### config.mk
export PLATFORM = sky130hd
export DESIGN_NAME = keypad_poll_presence_fifo_unit
export DESIGN_NICKNAME = d
export VERILOG_FILES = /design/src/rtl/kppf_pkg.sv /design/src/rtl/keypad_poll_presence_fifo_unit.sv
export SDC_FILE = /design/constraint.sdc
export NUM_CORES = 1
export LEC_CHECK = 0
export ABC_AREA = 0
export BUFFER_PORTS_ARGS = -buffer_cell sky130_fd_sc_hd__buf_2
export CAP_MARGIN = 20
export CORE_MARGIN = 2
export CORE_UTILIZATION = 42
export DETAILED_ROUTE_END_ITERATION = 7
export HOLD_SLACK_MARGIN = 0.15
export SYNTH_ARGS = -nofsm -noshare
export SYNTH_HDL_FRONTEND = slang
export SYNTH_SLANG_ARGS = --single-unit
export TNS_END_PERCENT = 20
### constraint.sdc
create_clock -name clk -period 11.7 [get_ports clk]
set_input_delay 0.585 -clock clk [delete_from_list [all_inputs] [get_ports clk]]
set_output_delay 0.585 -clock clk [all_outputs]
set_load 0.05 [all_outputs]
### src/rtl/kppf_pkg.sv
// Package: types, codes and sizes for the keypad poller.
`timescale 1ns / 1ps
`default_nettype none
package kppf_pkg;

	localparam int QUEUE_DEPTH = 16;
	localparam int QIDX_W = (QUEUE_DEPTH > 1) ? $clog2(QUEUE_DEPTH) : 1;
	localparam int QCNT_W = $clog2(QUEUE_DEPTH + 1);

	localparam int CFG_ADDR_W = 4;
	localparam int CFG_DATA_W = 32;

	localparam logic [15:0] POLL_INTERVAL_RST  = 16'd20;
	localparam logic [15:0] PROBE_INTERVAL_RST = 16'd2000;
	localparam logic [3:0]  MISS_LIMIT_RST     = 4'd3;
	localparam logic [7:0]  NO_KEY_CODE_RST    = 8'd0;
	localparam logic [3:0]  MISS_STREAK_MAX    = 4'd15;

	typedef enum logic [1:0] {
		OP_TICK  = 2'd0,
		OP_POP   = 2'd1,
		OP_EVENT = 2'd2,
		OP_FLUSH = 2'd3
	} op_t;

	typedef enum logic [1:0] {
		REG_POLL_INTERVAL  = 2'd0,
		REG_PROBE_INTERVAL = 2'd1,
		REG_MISS_LIMIT     = 2'd2,
		REG_NO_KEY_CODE    = 2'd3
	} reg_idx_t;

	function automatic logic [QIDX_W-1:0] ring_next(input logic [QIDX_W-1:0] idx);
		logic [QIDX_W-1:0] res;
		if (idx == QIDX_W'(QUEUE_DEPTH - 1)) begin
			res = '0;
		end else begin
			res = idx + QIDX_W'(1);
		end
		return res;
	endfunction

endpackage
`default_nettype wire

### src/rtl/keypad_poll_presence_fifo_unit.sv
// Throughput: one request per cycle unless rsp_stall holds the result. Each request is
// one compare/add, counter update and a single access to the 16-entry key ring, all done
// between the input register that takes it and the result register.
// Reset (arst_n low, async): control state, indices, presence and timing cleared;
// configuration back to defaults. Key ring contents are not cleared (read only when filled).
`timescale 1ns / 1ps
`default_nettype none
module keypad_poll_presence_fifo_unit (
	input  wire logic                             clk,
	input  wire logic                             arst_n,
	// request channel
	input  wire logic                             req_valid,
	output logic                                  req_stall,
	input  wire logic [1:0]                       op,
	input  wire logic [31:0]                      now_ms,
	input  wire logic                             port_free,
	input  wire logic                             bus_open_ok,
	input  wire logic                             read_acked,
	input  wire logic [7:0]                       read_byte,
	// result channel
	output logic                                  rsp_valid,
	input  wire logic                             rsp_stall,
	output logic                                  poll_issued,
	output logic                                  is_present,
	output logic                                  key_valid,
	output logic [7:0]                            key_code,
	output logic                                  attach_event,
	output logic                                  attach_state,
	output logic [4:0]                            queue_count,
	output logic                                  bus_open,
	// configuration port
	input  wire logic                             psel,
	input  wire logic                             penable,
	input  wire logic                             pwrite,
	input  wire logic [kppf_pkg::CFG_ADDR_W-1:0]  paddr,
	input  wire logic [kppf_pkg::CFG_DATA_W-1:0]  pwdata,
	output logic [kppf_pkg::CFG_DATA_W-1:0]       prdata,
	output logic                                  pready
);

	localparam int QIDX_W = kppf_pkg::QIDX_W;
	localparam int QCNT_W = kppf_pkg::QCNT_W;

	// configuration registers
	logic [15:0] poll_interval_q;
	logic [15:0] probe_interval_q;
	logic [3:0]  miss_limit_q;
	logic [7:0]  no_key_code_q;

	kppf_pkg::reg_idx_t reg_idx;
	logic               cfg_wr;

	// input stage
	logic              v_s1;
	kppf_pkg::op_t     op_s1;
	logic [31:0]       now_s1;
	logic              port_free_s1;
	logic              open_ok_s1;
	logic              acked_s1;
	logic [7:0]        byte_s1;

	// block state
	logic [7:0]        key_store_q [kppf_pkg::QUEUE_DEPTH];
	logic [QIDX_W-1:0] wr_idx_q;
	logic [QIDX_W-1:0] rd_idx_q;
	logic [QCNT_W-1:0] fill_q;
	logic              bus_q;
	logic              present_q;
	logic [3:0]        streak_q;
	logic [31:0]       next_poll_q;
	logic              ev_pend_q;
	logic              ev_state_q;

	// next-state values
	logic [QIDX_W-1:0] wr_idx_d;
	logic [QIDX_W-1:0] rd_idx_d;
	logic [QCNT_W-1:0] fill_d;
	logic              bus_d;
	logic              present_d;
	logic [3:0]        streak_d;
	logic [31:0]       next_poll_d;
	logic              ev_pend_d;
	logic              ev_state_d;
	logic              push;
	logic              polled;
	logic              kvalid;
	logic [7:0]        kcode;
	logic              ev;
	logic              evs;
	logic [31:0]       since;
	logic [15:0]       interval;
	logic [3:0]        streak_inc;
	logic              adv;

	// result register
	logic              rsp_valid_q;
	logic              polled_q;
	logic              present_out_q;
	logic              kvalid_q;
	logic [7:0]        kcode_q;
	logic              ev_q;
	logic              evs_q;
	logic [QCNT_W-1:0] fill_out_q;
	logic              bus_out_q;

	// ---------------- configuration port ----------------
	assign pready  = 1'b1;
	assign reg_idx = kppf_pkg::reg_idx_t'(paddr[3:2]);
	assign cfg_wr  = psel && penable && pwrite;

	always_comb begin
		unique case (reg_idx)
			kppf_pkg::REG_POLL_INTERVAL:  prdata = {16'd0, poll_interval_q};
			kppf_pkg::REG_PROBE_INTERVAL: prdata = {16'd0, probe_interval_q};
			kppf_pkg::REG_MISS_LIMIT:     prdata = {28'd0, miss_limit_q};
			kppf_pkg::REG_NO_KEY_CODE:    prdata = {24'd0, no_key_code_q};
			default:                      prdata = '0;
		endcase
	end

	always_ff @(posedge clk or negedge arst_n) begin
		if (!arst_n) begin
			poll_interval_q  <= kppf_pkg::POLL_INTERVAL_RST;
			probe_interval_q <= kppf_pkg::PROBE_INTERVAL_RST;
			miss_limit_q     <= kppf_pkg::MISS_LIMIT_RST;
			no_key_code_q    <= kppf_pkg::NO_KEY_CODE_RST;
		end else if (cfg_wr) begin
			unique case (reg_idx)
				kppf_pkg::REG_POLL_INTERVAL:  poll_interval_q  <= pwdata[15:0];
				kppf_pkg::REG_PROBE_INTERVAL: probe_interval_q <= pwdata[15:0];
				kppf_pkg::REG_MISS_LIMIT:     miss_limit_q     <= pwdata[3:0];
				kppf_pkg::REG_NO_KEY_CODE:    no_key_code_q    <= pwdata[7:0];
				default: ;
			endcase
		end
	end

	// ---------------- flow control ----------------
	assign adv       = !rsp_valid_q || !rsp_stall;
	assign req_stall = v_s1 && !adv;

	always_ff @(posedge clk or negedge arst_n) begin
		if (!arst_n) begin
			v_s1 <= 1'b0;
		end else if (!req_stall) begin
			v_s1 <= req_valid;
		end
	end

	always_ff @(posedge clk) begin
		if (req_valid && !req_stall) begin
			op_s1        <= kppf_pkg::op_t'(op);
			now_s1       <= now_ms;
			port_free_s1 <= port_free;
			open_ok_s1   <= bus_open_ok;
			acked_s1     <= read_acked;
			byte_s1      <= read_byte;
		end
	end

	// ---------------- request evaluation ----------------
	assign since      = now_s1 - next_poll_q;
	assign streak_inc = (streak_q < kppf_pkg::MISS_STREAK_MAX) ? streak_q + 4'd1 : streak_q;

	// bus usable for the read: already claimed, or the claim succeeds now
	function automatic logic read_acked_ok();
		return bus_q || open_ok_s1;
	endfunction

	always_comb begin
		wr_idx_d    = wr_idx_q;
		rd_idx_d    = rd_idx_q;
		fill_d      = fill_q;
		bus_d       = bus_q;
		present_d   = present_q;
		streak_d    = streak_q;
		next_poll_d = next_poll_q;
		ev_pend_d   = ev_pend_q;
		ev_state_d  = ev_state_q;
		push        = 1'b0;
		polled      = 1'b0;
		kvalid      = 1'b0;
		kcode       = 8'd0;
		ev          = 1'b0;
		evs         = 1'b0;
		interval    = present_q ? poll_interval_q : probe_interval_q;

		case (op_s1)
			kppf_pkg::OP_TICK: begin
				if (!port_free_s1) begin
					// port taken: drop presence and release the bus
					if (present_q) begin
						present_d  = 1'b0;
						ev_pend_d  = 1'b1;
						ev_state_d = 1'b0;
						wr_idx_d   = '0;
						rd_idx_d   = '0;
						fill_d     = '0;
					end
					bus_d = 1'b0;
				end else if (!since[31]) begin
					if (read_acked_ok()) begin
						polled   = 1'b1;
						bus_d    = 1'b1;
						if (!acked_s1) begin
							if (present_q) begin
								streak_d = streak_inc;
								if (streak_inc >= miss_limit_q) begin
									present_d  = 1'b0;
									ev_pend_d  = 1'b1;
									ev_state_d = 1'b0;
									wr_idx_d   = '0;
									rd_idx_d   = '0;
									fill_d     = '0;
								end
							end
						end else begin
							streak_d = 4'd0;
							if (!present_q) begin
								present_d  = 1'b1;
								ev_pend_d  = 1'b1;
								ev_state_d = 1'b1;
							end
							if (byte_s1 != no_key_code_q) begin
								// key held: poll again at the fast rate
								push     = 1'b1;
								interval = poll_interval_q;
								wr_idx_d = kppf_pkg::ring_next(wr_idx_q);
								if (fill_q == QCNT_W'(kppf_pkg::QUEUE_DEPTH)) begin
									rd_idx_d = kppf_pkg::ring_next(rd_idx_q);
								end else begin
									fill_d = fill_q + QCNT_W'(1);
								end
							end
						end
					end
					next_poll_d = now_s1 + {16'd0, interval};
				end
			end
			kppf_pkg::OP_POP: begin
				if (fill_q == '0) begin
					kcode = no_key_code_q;
				end else begin
					kcode    = key_store_q[rd_idx_q];
					kvalid   = 1'b1;
					rd_idx_d = kppf_pkg::ring_next(rd_idx_q);
					fill_d   = fill_q - QCNT_W'(1);
				end
			end
			kppf_pkg::OP_EVENT: begin
				if (ev_pend_q) begin
					ev        = 1'b1;
					evs       = ev_state_q;
					ev_pend_d = 1'b0;
				end
			end
			kppf_pkg::OP_FLUSH: begin
				wr_idx_d = '0;
				rd_idx_d = '0;
				fill_d   = '0;
			end
			default: ;
		endcase
	end

	// ---------------- state update ----------------
	always_ff @(posedge clk or negedge arst_n) begin
		if (!arst_n) begin
			wr_idx_q    <= '0;
			rd_idx_q    <= '0;
			fill_q      <= '0;
			bus_q       <= 1'b0;
			present_q   <= 1'b0;
			streak_q    <= 4'd0;
			next_poll_q <= 32'd0;
			ev_pend_q   <= 1'b0;
			ev_state_q  <= 1'b0;
		end else if (v_s1 && adv) begin
			wr_idx_q    <= wr_idx_d;
			rd_idx_q    <= rd_idx_d;
			fill_q      <= fill_d;
			bus_q       <= bus_d;
			present_q   <= present_d;
			streak_q    <= streak_d;
			next_poll_q <= next_poll_d;
			ev_pend_q   <= ev_pend_d;
			ev_state_q  <= ev_state_d;
		end
	end

	always_ff @(posedge clk) begin
		if (v_s1 && adv && push) begin
			key_store_q[wr_idx_q] <= byte_s1;
		end
	end

	// ---------------- result register ----------------
	always_ff @(posedge clk or negedge arst_n) begin
		if (!arst_n) begin
			rsp_valid_q <= 1'b0;
		end else if (adv) begin
			rsp_valid_q <= v_s1;
		end
	end

	always_ff @(posedge clk) begin
		if (v_s1 && adv) begin
			polled_q      <= polled;
			present_out_q <= present_d;
			kvalid_q      <= kvalid;
			kcode_q       <= kcode;
			ev_q          <= ev;
			evs_q         <= evs;
			fill_out_q    <= fill_d;
			bus_out_q     <= bus_d;
		end
	end

	assign rsp_valid    = rsp_valid_q;
	assign poll_issued  = polled_q;
	assign is_present   = present_out_q;
	assign key_valid    = kvalid_q;
	assign key_code     = kcode_q;
	assign attach_event = ev_q;
	assign attach_state = evs_q;
	assign queue_count  = 5'(fill_out_q);
	assign bus_open     = bus_out_q;

endmodule
`default_nettype wire

==> impl_metrics.json <==
{
  "cp.required_ps": 12060,
  "grt_overflow_total": 0,
  "drt_first_pass_iters": 5,
  "num-fill-cells": 2852,
  "cp.arrival_ps": 5780,
  "synth_flop_cell": "edfxtp_1",
  "drt-initial-drc-count": 648,
  "via_count": 8631,
  "tns_ps": 0,
  "io_pins": 142,
  "synth_cells": 1037,
  "rows": 66,
  "end_kind": "flip-flop",
  "vdd.ir_drop.worst_v": 0.000114,
  "crit_type": "reg -> reg",
  "initial_utilization_pct": 42.9,
  "crit_fanout": 17,
  "clk_pin_slew_ps": 60,
  "hp-class": "in -> reg",
  "cp_slowest_cell": "a311oi_2",
  "hpwlAfterDp_mm": 20.9,
  "clk_path_buf_depth": 3,
  "start_kind": "flip-flop",
  "place.gp.congestion": 0.856,
  "yosys_warnings": 0,
  "final_common_cell": "edfxtp_1",
  "synth_cell_types": 68,
  "critical_path.max_stage_delay_ps": 760,
  "fin_crit_ps": 5430,
  "holdWs_ps": 253,
  "final_cell_mix": "edfxtp_1, buf_2, dfrtp_1",
  "p_leak_nw": 6.31,
  "cts_max_level": 2,
  "die_h_microns": 187,
  "antenna_found_initial": 1,
  "slew_viol_final": 0,
  "port_buffers": 106,
  "synth-edff-count": 192,
  "yosys_register_bits": 291,
  "cp.buffers_inverters": 1,
  "die_w_microns": 187,
  "hold_viol_final": 0,
  "status": "finished clean",
  "post_drt_via_cell_ratio": 5.33,
  "max-cap-violations": 0,
  "ys_seq_area_share_pct": 58.7,
  "crit_chain": "xor2_1, nor4_1, a21oi_1, a21oi_1, buf_4, mux2_2, ha_1, o21ai_0, nor2_1, o31a_1, o21ai_1, o221ai_1, a311oi_2, nor2b_1, xnor2_1, o21ai_0",
  "grt_first_pass_wirelength_mm": 48.5,
  "rsz0062_at_grt": "no",
  "root_buffer": "clkbuf_16",
  "routed_wl_mm": 30.4,
  "die_area_sq_um": 34900,
  "drive_gt1_share_pct": 25.1,
  "grt_use_total_pct": 17.8,
  "setup_viol": 0,
  "clock_latency_ps": 510,
  "synth_area_sq_um": 14100,
  "ys_async_sr_fraction_pct": 34.0,
  "nNetsFinal": 1298,
  "numClockSinks": 291,
  "grt_pass1_vias": 8482,
  "worstMarginPinSlew_ps": 929,
  "fmax_ghz": 0.184,
  "area_growth_pct": 14.3,
  "fin_crit_sh_pct": 46.4,
  "cts_buffers": 34,
  "critical_path.top_delay_family": "compound AO/OA/AOI/OAI gates",
  "drcViolationCount": 0,
  "avgRoutedWirePerCell_microns": 18.8,
  "cts_tree": "done",
  "syn_avg_cell_area_sq_um": 13.6,
  "coreArea_sq_um": 32800,
  "slew-limit-headroom_pct": 38.1,
  "cts_setup_buffers": 0,
  "grt_start_max_net_pins": 69,
  "skew_ps": 13.6,
  "detail-route-antenna-nets": 0,
  "power_density_nw_per_um2": 204
}
## registers in the layout, indices dropped and copies added, names as in the netlist, 2 cells and up
signal and cells:
key_store_q 128, next_poll_q 32, now_s1 32, poll_interval_q 16, probe_interval_q 16, byte_s1 8
key_code 8, no_key_code_q 8, fill_q 5, queue_count 5, miss_limit_q 4, rd_idx_q 4
streak_q 4, wr_idx_q 4, op_s1 2
## final timing paths
path / slack, ps / endpoint / cells after the start / from
setup / recovery: 6270 / next_poll_q[19] / 16 / byte_s1[3]
hold / removal: 250 / now_s1[12] / 1 / now_ms[12]
setup reg to reg: 6270 / next_poll_q[19] / 16 / byte_s1[3]
hold reg to reg: 470 / next_poll_q[24] / 2 / next_poll_q[24]
max in group asynchronous: 9830 / rd_idx_q[0] / 3 / arst_n
min in group asynchronous: 560 / fill_q[0] / 2 / arst_n
## layer usage
layer	GRT usage (%)	vias up	share of wire (%)
met2	26.7	243	45
met3	2.91	36	5.0
li1	-	4092	-
met4	5.07	0	2.1
met5	0	-	0
met1	26.6	4260	48
## synth_stat cells (all sizes together) (5+ instances only)
master	number	area [sq um]
a211oi	11	87.6
a21o	10	75.1
a21oi	32	160
a22o	10	87.6
and2	16	100
and3	12	75.1
and4	7	61.3
buf	22	148
clkbuf	30	113
dfrtp	89	2230
dfstp	10	263
edfxtp	192	5770
ha	58	726
inv	50	188
mux2	65	732
mux2i	16	160
mux4	44	991
nand2	76	285
nand2b	8	50.1
nand3	27	140
nand4	6	37.5
nor2	52	195
nor2b	13	81.3
nor3	10	55.1
nor4	5	43.8
o21ai	65	325
o31ai	6	45.0
xnor2	18	158
xor2	21	184
## final cells by class
cell class	instances	area [sq um]	area share [%]
flip-flops and latches	291	8260	51.4
multi-input cells	659	5420	33.7
clock buffers	46	970	6.03
repair buffers	115	603	3.75
well taps	442	553	3.44
inverters	50	188	1.17
clock inverters	16	72.6	0.452
diodes	1	2.50	0.0156
## per-stage QoR
stage / cell area (sq um) / power [mW] / utilization [%] / instances / setup slack [ps]
CTS: 16100 / 3.31 / 49.0 / 1618 / 6270
detailed placement: 15000 / 2.31 / 45.8 / 1555 / 6250
finish: 16100 / 3.28 / 49.0 / 1620 / 6270
global placement: 15000 / 2.30 / 45.8 / 1555 / 6320
floorplan: 14100 / 2.07 / - / 1052 / 7070
global route: 16100 / 3.48 / 49.0 / 1620 / 5820
## report_power, final
part	leakage [nW]	internal, mW	total, mW	switching (mW)
combinational	2.80	0.402	0.933	0.531
sequential	3.00	1.24	1.36	0.116
clock	0.515	0.581	0.983	0.403
## timing repair
item	in CTS	in global routing
resized for setup	0	0
hold buffers	1	0
endpoints found under the hold margin	26	0
## logic make-up after synthesis
logic type	Yosys count	synth area share, %
flip-flops	291	58.7
AND/OR/NAND/NOR	244	8.68
AO/OA/AOI/OAI	175	8.22
multiplexers	125	13.4
buffers and inverters	102	3.19
adder cells (fa/ha/maj)	59	5.30
XOR/XNOR	39	2.43
other	2	0.0534
No activity file was read; power rests on OpenSTA's default activity.
